`src/hdl/pfs_pkg.sv`:
```
`timescale 1ns / 1ps
`default_nettype none
package pfs_pkg;

	localparam int MAX_CHANNELS = 8;
	localparam int QUEUE_DEPTH = 2;
	localparam logic [3:0] MAX_LEN = 4'd8;

	localparam logic OP_STORE = 1'b0;
	localparam logic OP_TICK = 1'b1;

	localparam logic [1:0] CMD_STORE = 2'd0;
	localparam logic [1:0] CMD_STORE_SEND = 2'd1;
	localparam logic [1:0] CMD_TICK = 2'd2;

	localparam logic KIND_FRAME = 1'b0;
	localparam logic KIND_SUMMARY = 1'b1;

	typedef struct packed {
		logic [1:0] code;
		logic [31:0] now;
		logic [2:0] channel;
		logic [28:0] id;
		logic [3:0] len;
		logic [63:0] payload;
		logic [47:0] time_ms;
	} cmd_t;

	function automatic logic [3:0] active_count(input logic [3:0] count, input int num);
		logic [3:0] limit;
		limit = 4'(num);
		return (count > limit) ? limit : count;
	endfunction

endpackage
`default_nettype wire

```
`src/hdl/pfs_front.sv`:
```
`timescale 1ns / 1ps
`default_nettype none
module pfs_front
	import pfs_pkg::*;
#(
	parameter int NUM_CHANNELS = MAX_CHANNELS
) (
	input wire logic clk,
	input wire logic arst_n,
	input wire logic valid,
	output logic ready,
	input wire logic op,
	input wire logic [31:0] now_tick,
	input wire logic [2:0] channel,
	input wire logic [28:0] frame_id,
	input wire logic [3:0] frame_len,
	input wire logic [63:0] frame_payload,
	input wire logic [47:0] frame_time_ms,
	input wire logic [3:0] chan_total,
	input wire logic periodic_mode,
	output logic cmd_valid,
	input wire logic cmd_ready,
	output cmd_t cmd
);

	logic cmd_vld_q;
	cmd_t cmd_q;
	cmd_t next_cmd;
	logic [3:0] n;
	logic keep;

	assign n = active_count(chan_total, NUM_CHANNELS);
	assign ready = !cmd_vld_q || cmd_ready;

	// Stores to channels outside the active range are dropped here.
	assign keep = (op == OP_TICK) || ({1'b0, channel} < n);

	always_comb begin
		next_cmd.code = (op == OP_TICK) ? CMD_TICK :
			(periodic_mode ? CMD_STORE : CMD_STORE_SEND);
		next_cmd.now = now_tick;
		next_cmd.channel = channel;
		next_cmd.id = frame_id;
		next_cmd.len = (frame_len > MAX_LEN) ? MAX_LEN : frame_len;
		next_cmd.payload = frame_payload;
		next_cmd.time_ms = frame_time_ms;
	end

	always_ff @(posedge clk or negedge arst_n) begin
		if (!arst_n) begin
			cmd_vld_q <= 1'b0;
		end else if (ready) begin
			cmd_vld_q <= valid && keep;
		end
	end

	always_ff @(posedge clk) begin
		if (valid && ready) begin
			cmd_q <= next_cmd;
		end
	end

	assign cmd_valid = cmd_vld_q;
	assign cmd = cmd_q;

endmodule
`default_nettype wire

```
`src/hdl/pfs_queue.sv`:
```
`timescale 1ns / 1ps
`default_nettype none
module pfs_queue
	import pfs_pkg::*;
(
	input wire logic clk,
	input wire logic arst_n,
	input wire logic push_valid,
	output logic push_ready,
	input wire cmd_t push_data,
	output logic pop_valid,
	input wire logic pop_ready,
	output cmd_t pop_data
);

	localparam int PTR_W = (QUEUE_DEPTH > 1) ? $clog2(QUEUE_DEPTH) : 1;
	localparam logic [PTR_W:0] FULL_COUNT = (PTR_W + 1)'(QUEUE_DEPTH);

	cmd_t mem [QUEUE_DEPTH];
	logic [PTR_W-1:0] wr_ptr_q;
	logic [PTR_W-1:0] rd_ptr_q;
	logic [PTR_W:0] count_q;
	logic do_push;
	logic do_pop;

	assign push_ready = (count_q != FULL_COUNT);
	assign pop_valid = (count_q != '0);
	assign do_push = push_valid && push_ready;
	assign do_pop = pop_valid && pop_ready;
	assign pop_data = mem[rd_ptr_q];

	always_ff @(posedge clk) begin
		if (do_push) begin
			mem[wr_ptr_q] <= push_data;
		end
	end

	always_ff @(posedge clk or negedge arst_n) begin
		if (!arst_n) begin
			wr_ptr_q <= '0;
			rd_ptr_q <= '0;
			count_q <= '0;
		end else begin
			if (do_push) begin
				wr_ptr_q <= wr_ptr_q + 1'b1;
			end
			if (do_pop) begin
				rd_ptr_q <= rd_ptr_q + 1'b1;
			end
			if (do_push && !do_pop) begin
				count_q <= count_q + 1'b1;
			end else if (do_pop && !do_push) begin
				count_q <= count_q - 1'b1;
			end
		end
	end

endmodule
`default_nettype wire

```
`src/hdl/pfs_back.sv`:
```
`timescale 1ns / 1ps
`default_nettype none
module pfs_back
	import pfs_pkg::*;
#(
	parameter int NUM_CHANNELS = MAX_CHANNELS
) (
	input wire logic clk,
	input wire logic arst_n,
	input wire logic cmd_valid,
	output logic cmd_ready,
	input wire cmd_t cmd,
	input wire logic [3:0] chan_total,
	input wire logic [63:0] periods_low,
	input wire logic [63:0] periods_high,
	output logic result_valid,
	input wire logic result_ready,
	output logic kind,
	output logic [2:0] out_channel,
	output logic [28:0] out_id,
	output logic [3:0] out_len,
	output logic [63:0] out_payload,
	output logic [47:0] out_time_ms,
	output logic [31:0] wait_ticks,
	output logic last
);

	localparam int IDX_W = (NUM_CHANNELS > 1) ? $clog2(NUM_CHANNELS) : 1;
	localparam logic ST_IDLE = 1'b0;
	localparam logic ST_SCAN = 1'b1;

	logic state_q;

	logic [28:0] slot_id_q [NUM_CHANNELS];
	logic [3:0] slot_len_q [NUM_CHANNELS];
	logic [63:0] slot_payload_q [NUM_CHANNELS];
	logic [47:0] slot_time_q [NUM_CHANNELS];
	logic [NUM_CHANNELS-1:0] slot_live_q;
	logic [31:0] deadline_q [NUM_CHANNELS];

	logic [31:0] now_q;
	logic [3:0] idx_q;
	logic [31:0] best_q;
	logic have_q;

	logic vld_s1;
	logic [IDX_W-1:0] idx_s1;
	logic due_s1;
	logic [31:0] d1_s1;
	logic [31:0] alt_s1;
	logic [31:0] dold_s1;
	logic vld_s2;
	logic [31:0] newd_s2;

	logic out_valid_q;
	logic out_kind_q;
	logic [2:0] out_channel_q;
	logic [28:0] out_id_q;
	logic [3:0] out_len_q;
	logic [63:0] out_payload_q;
	logic [47:0] out_time_q;
	logic [31:0] out_delay_q;
	logic out_last_q;

	logic [3:0] n;
	logic out_free;
	logic cmd_pop;
	logic pop_tick;
	logic pop_store;
	logic pop_send;
	logic scan_on;
	logic [IDX_W-1:0] sidx;
	logic [IDX_W-1:0] cidx;
	logic [31:0] dl0;
	logic due0;
	logic emit0;
	logic adv0;
	logic [127:0] periods_all;
	logic [15:0] p_raw;
	logic [31:0] p0;
	logic [31:0] diff1;
	logic [31:0] newd1;
	logic [31:0] delta2;
	logic sum_go;

	assign n = active_count(chan_total, NUM_CHANNELS);
	assign out_free = !out_valid_q || result_ready;

	assign cmd_pop = (state_q == ST_IDLE) && cmd_valid &&
		((cmd.code != CMD_STORE_SEND) || out_free);
	assign cmd_ready = cmd_pop;
	assign pop_tick = cmd_pop && (cmd.code == CMD_TICK);
	assign pop_store = cmd_pop && (cmd.code != CMD_TICK);
	assign pop_send = cmd_pop && (cmd.code == CMD_STORE_SEND);
	assign cidx = cmd.channel[IDX_W-1:0];

	// Scan entry: due test, frame send and the two candidate deadlines.
	assign scan_on = (state_q == ST_SCAN) && (idx_q < n);
	assign sidx = idx_q[IDX_W-1:0];
	assign dl0 = deadline_q[sidx];
	assign due0 = (now_q >= dl0);
	assign emit0 = scan_on && due0 && slot_live_q[sidx];
	assign adv0 = scan_on && (!emit0 || out_free);
	assign periods_all = {periods_high, periods_low};
	assign p_raw = periods_all[{idx_q[2:0], 4'b0000} +: 16];
	assign p0 = (p_raw == 16'd0) ? 32'd1 : {16'd0, p_raw};

	// The deadline resyncs when it still lies strictly in the past.
	assign diff1 = now_q - d1_s1;
	assign newd1 = !due_s1 ? dold_s1 :
		(((diff1 != 32'd0) && !diff1[31]) ? alt_s1 : d1_s1);

	assign delta2 = (newd_s2 > now_q) ? (newd_s2 - now_q) : 32'd0;

	assign sum_go = (state_q == ST_SCAN) && (idx_q >= n) && !vld_s1 && !vld_s2 && out_free;

	always_ff @(posedge clk or negedge arst_n) begin
		if (!arst_n) begin
			state_q <= ST_IDLE;
			idx_q <= '0;
			have_q <= 1'b0;
			vld_s1 <= 1'b0;
			vld_s2 <= 1'b0;
			slot_live_q <= '0;
			for (int i = 0; i < NUM_CHANNELS; i++) begin
				deadline_q[i] <= '0;
			end
		end else begin
			vld_s1 <= adv0;
			vld_s2 <= vld_s1;
			if (pop_tick) begin
				state_q <= ST_SCAN;
				idx_q <= '0;
				have_q <= 1'b0;
			end
			if (pop_store) begin
				slot_live_q[cidx] <= 1'b1;
				deadline_q[cidx] <= cmd.now;
			end
			if (adv0) begin
				idx_q <= idx_q + 4'd1;
			end
			if (vld_s1 && due_s1) begin
				deadline_q[idx_s1] <= newd1;
			end
			if (vld_s2 && (!have_q || (delta2 < best_q))) begin
				have_q <= 1'b1;
			end
			if (sum_go) begin
				state_q <= ST_IDLE;
			end
		end
	end

	always_ff @(posedge clk) begin
		if (pop_tick) begin
			now_q <= cmd.now;
			best_q <= '0;
		end
		if (vld_s2 && (!have_q || (delta2 < best_q))) begin
			best_q <= delta2;
		end
		if (pop_store) begin
			slot_id_q[cidx] <= cmd.id;
			slot_len_q[cidx] <= cmd.len;
			slot_payload_q[cidx] <= cmd.payload;
			slot_time_q[cidx] <= cmd.time_ms;
		end
		if (adv0) begin
			idx_s1 <= sidx;
			due_s1 <= due0;
			d1_s1 <= dl0 + p0;
			alt_s1 <= now_q + p0;
			dold_s1 <= dl0;
		end
		if (vld_s1) begin
			newd_s2 <= newd1;
		end
	end

	always_ff @(posedge clk or negedge arst_n) begin
		if (!arst_n) begin
			out_valid_q <= 1'b0;
		end else if (pop_send || (emit0 && out_free) || sum_go) begin
			out_valid_q <= 1'b1;
		end else if (result_ready) begin
			out_valid_q <= 1'b0;
		end
	end

	always_ff @(posedge clk) begin
		if (pop_send) begin
			out_kind_q <= KIND_FRAME;
			out_channel_q <= cmd.channel;
			out_id_q <= cmd.id;
			out_len_q <= cmd.len;
			out_payload_q <= cmd.payload;
			out_time_q <= cmd.time_ms;
			out_delay_q <= '0;
			out_last_q <= 1'b1;
		end else if (emit0 && out_free) begin
			out_kind_q <= KIND_FRAME;
			out_channel_q <= idx_q[2:0];
			out_id_q <= slot_id_q[sidx];
			out_len_q <= slot_len_q[sidx];
			out_payload_q <= slot_payload_q[sidx];
			out_time_q <= slot_time_q[sidx];
			out_delay_q <= '0;
			out_last_q <= 1'b0;
		end else if (sum_go) begin
			out_kind_q <= KIND_SUMMARY;
			out_channel_q <= '0;
			out_id_q <= '0;
			out_len_q <= '0;
			out_payload_q <= '0;
			out_time_q <= '0;
			out_delay_q <= (best_q == 32'd0) ? 32'd1 : best_q;
			out_last_q <= 1'b1;
		end
	end

	assign result_valid = out_valid_q;
	assign kind = out_kind_q;
	assign out_channel = out_channel_q;
	assign out_id = out_id_q;
	assign out_len = out_len_q;
	assign out_payload = out_payload_q;
	assign out_time_ms = out_time_q;
	assign wait_ticks = out_delay_q;
	assign last = out_last_q;

	a_idle_pipe_empty: assert property (@(posedge clk) disable iff (!arst_n)
		(state_q == ST_IDLE) |-> (!vld_s1 && !vld_s2))
		else $error("deadline pipeline busy while idle");

	a_stall_holds_index: assert property (@(posedge clk) disable iff (!arst_n)
		(scan_on && !adv0) |=> $stable(idx_q))
		else $error("scan index moved during a result stall");

	a_summary_delay: assert property (@(posedge clk) disable iff (!arst_n)
		(out_valid_q && (out_kind_q == KIND_SUMMARY)) |-> (out_delay_q != 32'd0))
		else $error("summary delay is zero");

	a_tick_frame_in_scan: assert property (@(posedge clk) disable iff (!arst_n)
		(out_valid_q && (out_kind_q == KIND_FRAME) && !out_last_q) |-> (state_q == ST_SCAN))
		else $error("tick frame pending after the tick finished");

endmodule
`default_nettype wire

```
`src/hdl/periodic_frame_scheduler.sv`:
```
// Periodic frame scheduler. A request either stores a frame into its channel slot or is a
// scheduler tick. Stores pass through a front register and a two-entry queue into the back
// end; in immediate mode they also return one frame. A tick scans the active channels one
// per cycle, holding while the result side stalls, through the scan entry and the s1
// and s2 deadline stages, sending each due and valid frame in channel order and finishing
// with one summary. Configuration is written through the APB port at byte addresses 0, 8,
// 16 and 24 (active channel count, periodic mode, low period word, high period word); the
// user must write it only while the block is idle; the block does not enforce this.
`timescale 1ns / 1ps
`default_nettype none
module periodic_frame_scheduler
	import pfs_pkg::*;
#(
	parameter int NUM_CHANNELS = MAX_CHANNELS
) (
	input wire logic clk,
	input wire logic arst_n,
	input wire logic psel,
	input wire logic penable,
	input wire logic pwrite,
	input wire logic [4:0] paddr,
	input wire logic [63:0] pwdata,
	output logic [63:0] prdata,
	output logic pready,
	input wire logic valid,
	output logic ready,
	input wire logic op,
	input wire logic [31:0] now_tick,
	input wire logic [2:0] channel,
	input wire logic [28:0] frame_id,
	input wire logic [3:0] frame_len,
	input wire logic [63:0] frame_payload,
	input wire logic [47:0] frame_time_ms,
	output logic result_valid,
	input wire logic result_ready,
	output logic kind,
	output logic [2:0] out_channel,
	output logic [28:0] out_id,
	output logic [3:0] out_len,
	output logic [63:0] out_payload,
	output logic [47:0] out_time_ms,
	output logic [31:0] wait_ticks,
	output logic last
);

	localparam logic [1:0] REG_CHAN_TOTAL = 2'd0;
	localparam logic [1:0] REG_PERIODIC_MODE = 2'd1;
	localparam logic [1:0] REG_PERIODS_LOW = 2'd2;
	localparam logic [1:0] REG_PERIODS_HIGH = 2'd3;

	logic [3:0] chan_total_q;
	logic periodic_mode_q;
	logic [63:0] periods_low_q;
	logic [63:0] periods_high_q;
	logic [1:0] reg_index;
	logic reg_write;

	logic front_valid;
	logic front_ready;
	cmd_t front_cmd;
	logic back_valid;
	logic back_ready;
	cmd_t back_cmd;

	assign pready = 1'b1;
	assign reg_index = paddr[4:3];
	assign reg_write = psel && penable && pwrite && pready;

	always_ff @(posedge clk or negedge arst_n) begin
		if (!arst_n) begin
			chan_total_q <= '0;
			periodic_mode_q <= 1'b1;
			periods_low_q <= '0;
			periods_high_q <= '0;
		end else if (reg_write) begin
			case (reg_index)
				REG_CHAN_TOTAL: chan_total_q <= pwdata[3:0];
				REG_PERIODIC_MODE: periodic_mode_q <= pwdata[0];
				REG_PERIODS_LOW: periods_low_q <= pwdata;
				REG_PERIODS_HIGH: periods_high_q <= pwdata;
				default: ;
			endcase
		end
	end

	always_comb begin
		case (reg_index)
			REG_CHAN_TOTAL: prdata = {60'd0, chan_total_q};
			REG_PERIODIC_MODE: prdata = {63'd0, periodic_mode_q};
			REG_PERIODS_LOW: prdata = periods_low_q;
			REG_PERIODS_HIGH: prdata = periods_high_q;
			default: prdata = '0;
		endcase
	end

	pfs_front #(
		.NUM_CHANNELS(NUM_CHANNELS)
	) u_front (
		.clk(clk),
		.arst_n(arst_n),
		.valid(valid),
		.ready(ready),
		.op(op),
		.now_tick(now_tick),
		.channel(channel),
		.frame_id(frame_id),
		.frame_len(frame_len),
		.frame_payload(frame_payload),
		.frame_time_ms(frame_time_ms),
		.chan_total(chan_total_q),
		.periodic_mode(periodic_mode_q),
		.cmd_valid(front_valid),
		.cmd_ready(front_ready),
		.cmd(front_cmd)
	);

	pfs_queue u_queue (
		.clk(clk),
		.arst_n(arst_n),
		.push_valid(front_valid),
		.push_ready(front_ready),
		.push_data(front_cmd),
		.pop_valid(back_valid),
		.pop_ready(back_ready),
		.pop_data(back_cmd)
	);

	pfs_back #(
		.NUM_CHANNELS(NUM_CHANNELS)
	) u_back (
		.clk(clk),
		.arst_n(arst_n),
		.cmd_valid(back_valid),
		.cmd_ready(back_ready),
		.cmd(back_cmd),
		.chan_total(chan_total_q),
		.periods_low(periods_low_q),
		.periods_high(periods_high_q),
		.result_valid(result_valid),
		.result_ready(result_ready),
		.kind(kind),
		.out_channel(out_channel),
		.out_id(out_id),
		.out_len(out_len),
		.out_payload(out_payload),
		.out_time_ms(out_time_ms),
		.wait_ticks(wait_ticks),
		.last(last)
	);

endmodule
`default_nettype wire
```
`config.mk`:
```
export PLATFORM = sky130hd
export DESIGN_NAME = periodic_frame_scheduler
export DESIGN_NICKNAME = d
export VERILOG_FILES = /design/src/hdl/pfs_pkg.sv /design/src/hdl/pfs_front.sv /design/src/hdl/pfs_queue.sv /design/src/hdl/pfs_back.sv /design/src/hdl/periodic_frame_scheduler.sv
export SDC_FILE = /design/constraint.sdc
export NUM_CORES = 2
export LEC_CHECK = 0
export BUFFER_PORTS_ARGS = -buffer_cell sky130_fd_sc_hd__buf_4
export CAP_MARGIN = 20
export CORE_MARGIN = 1.5
export CORE_UTILIZATION = 55
export DETAILED_ROUTE_END_ITERATION = 10
export GPL_ROUTABILITY_DRIVEN = 0
export PLACE_DENSITY = 0.75
export SETUP_SLACK_MARGIN = 0.2
export SLEW_MARGIN = 25
export SYNTH_ARGS = -nofsm -noshare
export SYNTH_HDL_FRONTEND = slang
export SYNTH_SLANG_ARGS = --single-unit
export TNS_END_PERCENT = 100
```
`constraint.sdc`:
```
create_clock -name clk -period 10.15 [get_ports clk]
set_clock_uncertainty 0.05 [all_clocks]
set_input_delay 1.015 -clock clk [delete_from_list [all_inputs] [get_ports clk]]
set_output_delay 1.015 -clock clk [all_outputs]
set_load 0.05 [all_outputs]
```
## Word-level counts from Yosys, hierarchy flattened

Memory sizes are Yosys's and may differ from the RTL's.
Index checks and enable logic that the tools add are counted.

- Bits of input ports: 257
- Output and inout port bits: 249
- Register bits after elaboration: 971
- Memories: 5
- Word-level logic and storage cells: 208
- RAM bits: 1524

- Magnitude comparators: 16
- Equal/unequal tests: 8
- Reductions and logical operators: 62
- Bitwise gates (word level): 5
- Mux-type cells: 56
- Shift-type cells: 1
- Add/sub/neg operators: 9

Memories:

| name | depth | bits a word | rd ports | clocked after memory_dff | wr ports | line | text |
|---|---|---|---|---|---|---|---|
| u_back.slot_payload_q | 8 | 64 | 1 | 0 | 1 | pfs_back.sv:36 | `logic [63:0] slot_payload_q [NUM_CHANNELS];` |
| u_back.slot_time_q | 8 | 48 | 1 | 0 | 1 | pfs_back.sv:37 | `logic [47:0] slot_time_q [NUM_CHANNELS];` |
| u_queue.mem | 2 | 182 | 1 | 0 | 1 | pfs_queue.sv:19 | `cmd_t mem [QUEUE_DEPTH];` |
| u_back.slot_id_q | 8 | 29 | 1 | 0 | 1 | pfs_back.sv:34 | `logic [28:0] slot_id_q [NUM_CHANNELS];` |
| u_back.slot_len_q | 8 | 4 | 1 | 0 | 1 | pfs_back.sv:35 | `logic [3:0] slot_len_q [NUM_CHANNELS];` |

Operators by type and width:

| operator | number |
|---|---|
| bitwise mux 256 bit | 2 |
| 2-to-1 mux 256 bit | 2 |
| 2-to-1 mux 32 bit | 10 |
| one-hot mux 64 bit (4 select lines) | 1 |
| demux 32 bit (select 3 bit) | 2 |
| 2-to-1 mux 64 bit | 3 |
| 2-to-1 mux 48 bit | 3 |
| indexed part select 128 x 8 -> 16 bit | 1 |
| binary-select mux 32 bit (select 3 bit) | 1 |
| 2-to-1 mux 29 bit | 3 |
| adder 32 bit | 2 |
| subtractor 32 bit | 2 |
| greater-or-equal comparator 32 bit | 1 |
| greater-than comparator 32 bit | 1 |
| zero test 32 bit | 1 |
| < comparator 32 bit | 1 |
| nonzero test 32 bit | 1 |
| logical AND 1 bit | 28 |
| 2-to-1 mux 4 bit | 6 |
| zero test 16 bit | 1 |
| 2-to-1 mux 16 bit | 1 |
| 2-to-1 mux 1 bit | 15 |
| nonzero test 2 bit | 7 |
| greater-or-equal comparator 4 bit, second input constant | 3 |
| 28 further kinds | 59 |

## Depth between registers and ports, before layout

- Depth after elaboration: 11
- Mapped depth: 29

## Cells and area by module

From an unflattened synthesis, not the netlist that was laid out.

- Cell total of the unflattened synthesis: 6664
- Area total of the unflattened synthesis: 107648.2 um^2

By module, submodules not included:

| module | area each (um^2) | seq. area each (um^2) | instances | cells an instance |
|---|---|---|---|---|
| pfs_back | 82311.4 | 52675.5 | 1 | 5450 |
| pfs_queue | 13392.8 | 11030.6 | 1 | 584 |
| periodic_frame_scheduler | 6336.1 | 3329.4 | 1 | 430 |
| pfs_front | 5607.9 | 5490.3 | 1 | 200 |

## Worst setup path before layout

No wires, ideal clock.

- Kind: register to register
- Start: reg u_back.idx_q[0]
- End: reg u_back.idx_q[1]
- Stages on the path, launching flop included: 22
- Required time: 10.013 ns
- Arrival time: 9.946 ns
- Library setup time: 0.087 ns
- Slack: 0.067 ns
- Path buffers: 7
- Cell sequence: dfrtp_1 clkbuf_1 buf_2 buf_2 buf_2 buf_2 buf_2 buf_1 mux4_2 nand2_1 and2_1 ha_1 a21o_1 a21o_1 a21oi_1 nor2b_1 o21ai_0 a21oi_1 o21ai_0 a2111oi_0 nor2_1 mux2_2

- Word-level cells in the longest chain between the ends: 11
- Elaborated cells on any way between the ends: 17

RTL lines:

| item | line | text |
|---|---|---|
| start, declared | pfs_back.sv:42 | `logic [3:0] idx_q;` |
| start signal, assigned | pfs_back.sv:141 | `idx_q <= idx_q + 4'd1;` |
| NOT 3 -> 4 bit (not written as such) | pfs_back.sv:100 | `assign dl0 = deadline_q[sidx];` |
| binary-select mux 32 bit (select 3 bit) | pfs_back.sv:100 |  |
| 2-to-1 mux 32 bit (not written as such) (2 in series) | pfs_back.sv:100 |  |
| greater-or-equal comparator 32 bit | pfs_back.sv:101 | `assign due0 = (now_q >= dl0);` |
| logical AND 1 bit (2 in series) | pfs_back.sv:102 | `assign emit0 = scan_on && due0 && slot_live_q[sidx];` |
| zero test 1 bit | pfs_back.sv:103 | `assign adv0 = scan_on && (!emit0 \|\| out_free);` |
| logical OR 1 bit | pfs_back.sv:103 |  |
| logical AND 1 bit (*) | pfs_back.sv:103 |  |
| via u_back.adv0 | pfs_back.sv:77 | `logic adv0;` |
| 2-to-1 mux 4 bit / nonzero test 2 bit (equally long branches) | n/a |  |

The timed path passes the listed nets; every way through them passes the cells marked *. The select of a mux whose other input is x is not followed.
A chain may end at the register's enable or synchronous reset.

## Worst setup path in the final report

- Start: reg u_back.idx_q[0]
- End: reg u_back.out_time_q[30], in the netlist u_back.out_time_ms[30] (data pin)

- Word-level cells in the longest chain between the ends: 10
- Elaborated cells on any way between the ends: 15

RTL lines:

| item | line | text |
|---|---|---|
| NOT 3 -> 4 bit (not written as such) | pfs_back.sv:100 |  |
| binary-select mux 32 bit (select 3 bit) | pfs_back.sv:100 |  |
| 2-to-1 mux 32 bit (not written as such) (2 in series) | pfs_back.sv:100 |  |
| greater-or-equal comparator 32 bit | pfs_back.sv:101 |  |
| logical AND 1 bit (2 in series) | pfs_back.sv:102 |  |
| logical AND 1 bit | pfs_back.sv:201 | `end else if (emit0 && out_free) begin` |
| 2-to-1 mux 48 bit (*) | pfs_back.sv:201 |  |
| 2-to-1 mux 48 bit (*) | pfs_back.sv:192 | `if (pop_send) begin` |
| end signal, assigned | pfs_back.sv:198 | `out_time_q <= cmd.time_ms;` |
| end signal, assigned | pfs_back.sv:207 | `out_time_q <= slot_time_q[sidx];` |
| end, declared | pfs_back.sv:61 | `logic [47:0] out_time_q;` |

Mark *: on every way between the ends. The rest lies on a longest branch, timed or not. The select of a mux whose other input is x is not followed.

==> flow_summary_export.csv <==
group,metric,value,unit
timing,timing.setup.tns,0,ns
floorplanning,io_pins,506,
power,pwr-share-seq,0.390,
timing,post-route-period-util,0.711,
clocking,cts.sinks,2495,
power,power_leakage,43.3,nW
layout,n_fill_cell,12809,
synthesis,syn_area,105000,sq um
place,post-place-ws,3.09,ns
timing,setup_ws,2.93,ns
floorplanning,die_area,193000,sq um
clocking,ctsHtreeMaxLevel,4,
route,wire_per_inst,26.6,um
floorplanning,row_count,159,
route,detailroute.via_count,60410,
route,routed_wl,256,mm
clocking,numCtsBuffers,239,
synthesis,ys_top_cells_by_area,"edfxtp_1 59%, dfrtp_1 9.8%, mux4_2 8.4%, mux2i_1 3.1%, mux2_2 3.0%",
floorplanning,dieWidth,439,um
clocking,cts_setup_buffers,0,
layout,layout_commonest_cell,"edfxtp_1",
global_route,grt_pass1_wl,383,mm
worst_setup_path,critPathRequiredTime,10.72,ns
synthesis,synth_compound_area_frac,0.0659,
synthesis,ys_seq_area_frac,0.693,
power,combinationalPowerShare,0.392,
floorplanning,initial_utilization,0.556,
synthesis,ys_warn_count,0,
timing,setup_violations,0,
route,drtIter0Drc,6168,
worst_setup_path,start_kind,"register",
synthesis,yosys.area_share.simple,0.0468,
timing,holdWs,0.0750,ns
timing,relSlewSlack,0.207,
run_status,outcome,"complete, no violations",
layout,final_cell_mix,"2050 x edfxtp_1, 569 x buf_4, 425 x nand2_1, 406 x dfrtp_1, 389 x mux4_2",
global_route,grt_max_degree,173,
global_route,grt_overflow,0,
route,first_pass_iters,8,
clocking,root_buffer,"clkbuf_16",
power,ir_drop,0.266,mV
synthesis,synth.avg_cell_area,16.2,sq um
clocking,clk_pin_slew_worst_paths,0.06,ns
worst_setup_path,arrival,7.79,ns
clocking,tritoncts,"done",
clocking,cts_buffer_depth,3,
place,hpwl,150,mm
route,postRouteAntennaNets,0,
power,p_sw,15.7,mW
synthesis,ys_types,76,
timing,hold_violations,0,
floorplanning,die_y,439,um
job,drv_cap,0,
worst_setup_path,crit_fanout,82,
route,drc,0,
synthesis,synth_seq_cells,2495,
layout,fin_util,0.635,
floorplanning,core-area,188000,sq um
timing,fmax,139,MHz
synthesis,synth_xor_xnor_area_share,0.00878,
synthesis,synth_fa_ha_area_frac,0.0206,
synthesis,synth-async-reset-ratio,0.165,
synthesis,syn_inst,6446,
global_route,first_global_vias,61328,
timing,maxSlewViolCount,0,
clocking,cts.hold.buffers_added,0,
route,viasPerCell,6.26,
place,numPortBuffers,501,
clocking,clkLatencyLatePin,0.89,ns
synthesis,synth.area.mux_share,0.145,
timing,grt_setup_unrepaired,"false",
synthesis,syn-num-nets,6873,
layout,nets,7351,
timing,min_period,7.22,ns
min_path,hold_class,"in -> async",
synthesis,synth_top_family_by_area,"multiplexers",
power,power.density,352,nW/um^2
clocking,cts_resized,0,
layout,area.growth.synth_to_final,14.3,%
worst_setup_path,cp-end-kind,"register",
global_route,antenna_found_initial,16,
synthesis,synth_edf_count,2050,
timing,tightest_slew,1.16,ns
power,pwr-share-clk,0.218,
global_route,grt.total_usage,0.264,
power,internal_power,26.5,mW
power,finalPower,42.2,mW
worst_setup_path,path_class,"reg -> reg",
synthesis,synth_flop_cell,"edfxtp_1",
layout,drive_gt1_frac,0.258,
synthesis,synth_top_area_cell,"edfxtp_1",
power,netSwitchingFraction,0.372,
synthesis,yosysTopAreaCellShare,0.588,
-- flip-flops by register name, indices dropped and copies added, names as in the netlist, 4 cells and up --
name / flops
u_back.slot_len_q: 32
u_back.dold_s1: 32
u_back.slot_id_q: 232
u_back.now_q: 32
u_back.deadline_q: 256
u_back.alt_s1: 32
u_back.wait_ticks: 32
u_queue.mem: 364
u_back.best_q: 32
u_back.out_payload: 64
periods_high_q: 64
chan_total_q: 4
u_back.slot_time_q: 384
u_back.slot_live_q: 8
u_back.slot_payload_q: 512
periods_low_q: 64
u_back.idx_q: 4
u_back.d1_s1: 32
u_back.newd_s2: 32
u_back.out_time_ms: 48
u_back.out_id: 29
u_front.cmd: 182
u_back.out_len: 4
-- power groups by stage --
stage          combinational [mW]  clock [mW]  sequential [mW]
2_1_floorplan                10.5           0             17.5
3_3_place_gp                 15.9           0             16.5
3_5_place_dp                 16.4           0             16.6
4_1_cts                      16.5        9.30             16.4
5_1_grt                      17.8        9.67             16.6
6_report                     16.5        9.19             16.4
-- path summary, 6_finish.rpt --
check                           slack (ns)                            from  cells past startpoint                          endpoint
max in group asynchronous             7.76                          arst_n                      4  u_back.deadline_q[150]$_DFF_PN0_
worst min-delay path                  0.07                          arst_n                      1    periods_high_q[46]$_DFFE_PN0P_
worst max register to register        2.93     u_back.idx_q[0]$_DFFE_PN0P_                     17  u_back.out_time_ms[30]$_DFFE_PP_
worst max-delay path                  2.93     u_back.idx_q[0]$_DFFE_PN0P_                     17  u_back.out_time_ms[30]$_DFFE_PP_
min in group clk                      0.25                     frame_id[0]                      1        u_front.cmd[116]$_DFFE_PP_
worst min register to register        0.33  u_front.cmd[114]$_SDFFCE_PN0P_                      0     u_queue.mem[1][114]$_DFFE_PP_
-- cells by family (layout without fill, tap and decap cells) --
group,Yosys count,count (layout)
AO/OA/AOI/OAI,1032,1032
AND/OR/NAND/NOR,1089,1089
adder cells (fa/ha/maj),170,170
buffers and inverters,559,1249
other,1,14
multiplexers,995,995
flip-flops,2495,2495
XOR/XNOR,105,105
-- worst max-delay path, cell delays in order (launching register included) --
cell and delay [ns]:
dfrtp_4 1.09, buf_12 0.62, mux4_2 0.58, nand2_1 0.08, and2_1 0.38, ha_1 0.31, a21o_1 0.16, a21o_1 0.18
a21oi_1 0.22, nor2b_1 0.08, o21ai_0 0.27, a21oi_1 0.14, o21ai_0 0.50, a2111o_2 0.26, buf_4 0.51, buf_4 0.85
nor2_1 0.15, a31o_2 0.27
-- synth_stat cells, types with 126 or more instances --
cell / instances
a21oi_1: 126
edfxtp_1: 2050
a31o_2: 150
mux2_2: 283
ha_1: 166
dfrtp_1: 410
o211ai_1: 263
clkbuf_1: 275
o21ai_1: 241
mux4_2: 389
mux2i_1: 323
nand2_1: 427
nor2_1: 324
inv_1: 199
-- layer usage --
| layer | global-route usage | part of all wire |
|---|---|---|
| met5 | 0 | 0.000027 |
| met4 | 0.115 | 0.043 |
| met3 | 0.0395 | 0.072 |
| met2 | 0.434 | 0.49 |
| met1 | 0.353 | 0.39 |
-- layout make-up --
| class | count | area (sq um) | share of cell area |
|---|---|---|---|
| inverters | 201 | 762 | 0.00637 |
| repair buffers | 595 | 4790 | 0.0400 |
| flip-flops and latches | 2495 | 72500 | 0.606 |
| multi-input cells | 3392 | 30200 | 0.253 |
| clock buffers | 305 | 6540 | 0.0546 |
| diodes | 13 | 32.5 | 0.000272 |
| clock inverters | 148 | 1680 | 0.0140 |
| well taps | 2495 | 3120 | 0.0261 |
-- per-stage QoR --
step	cells	cell area (sq um)
CTS	9629	120000
detailed placement	9176	111000
global placement	9173	111000
floorplan	6446	105000
finish	9644	120000
global route	9644	120000
(Power assumes the default switching activity.)
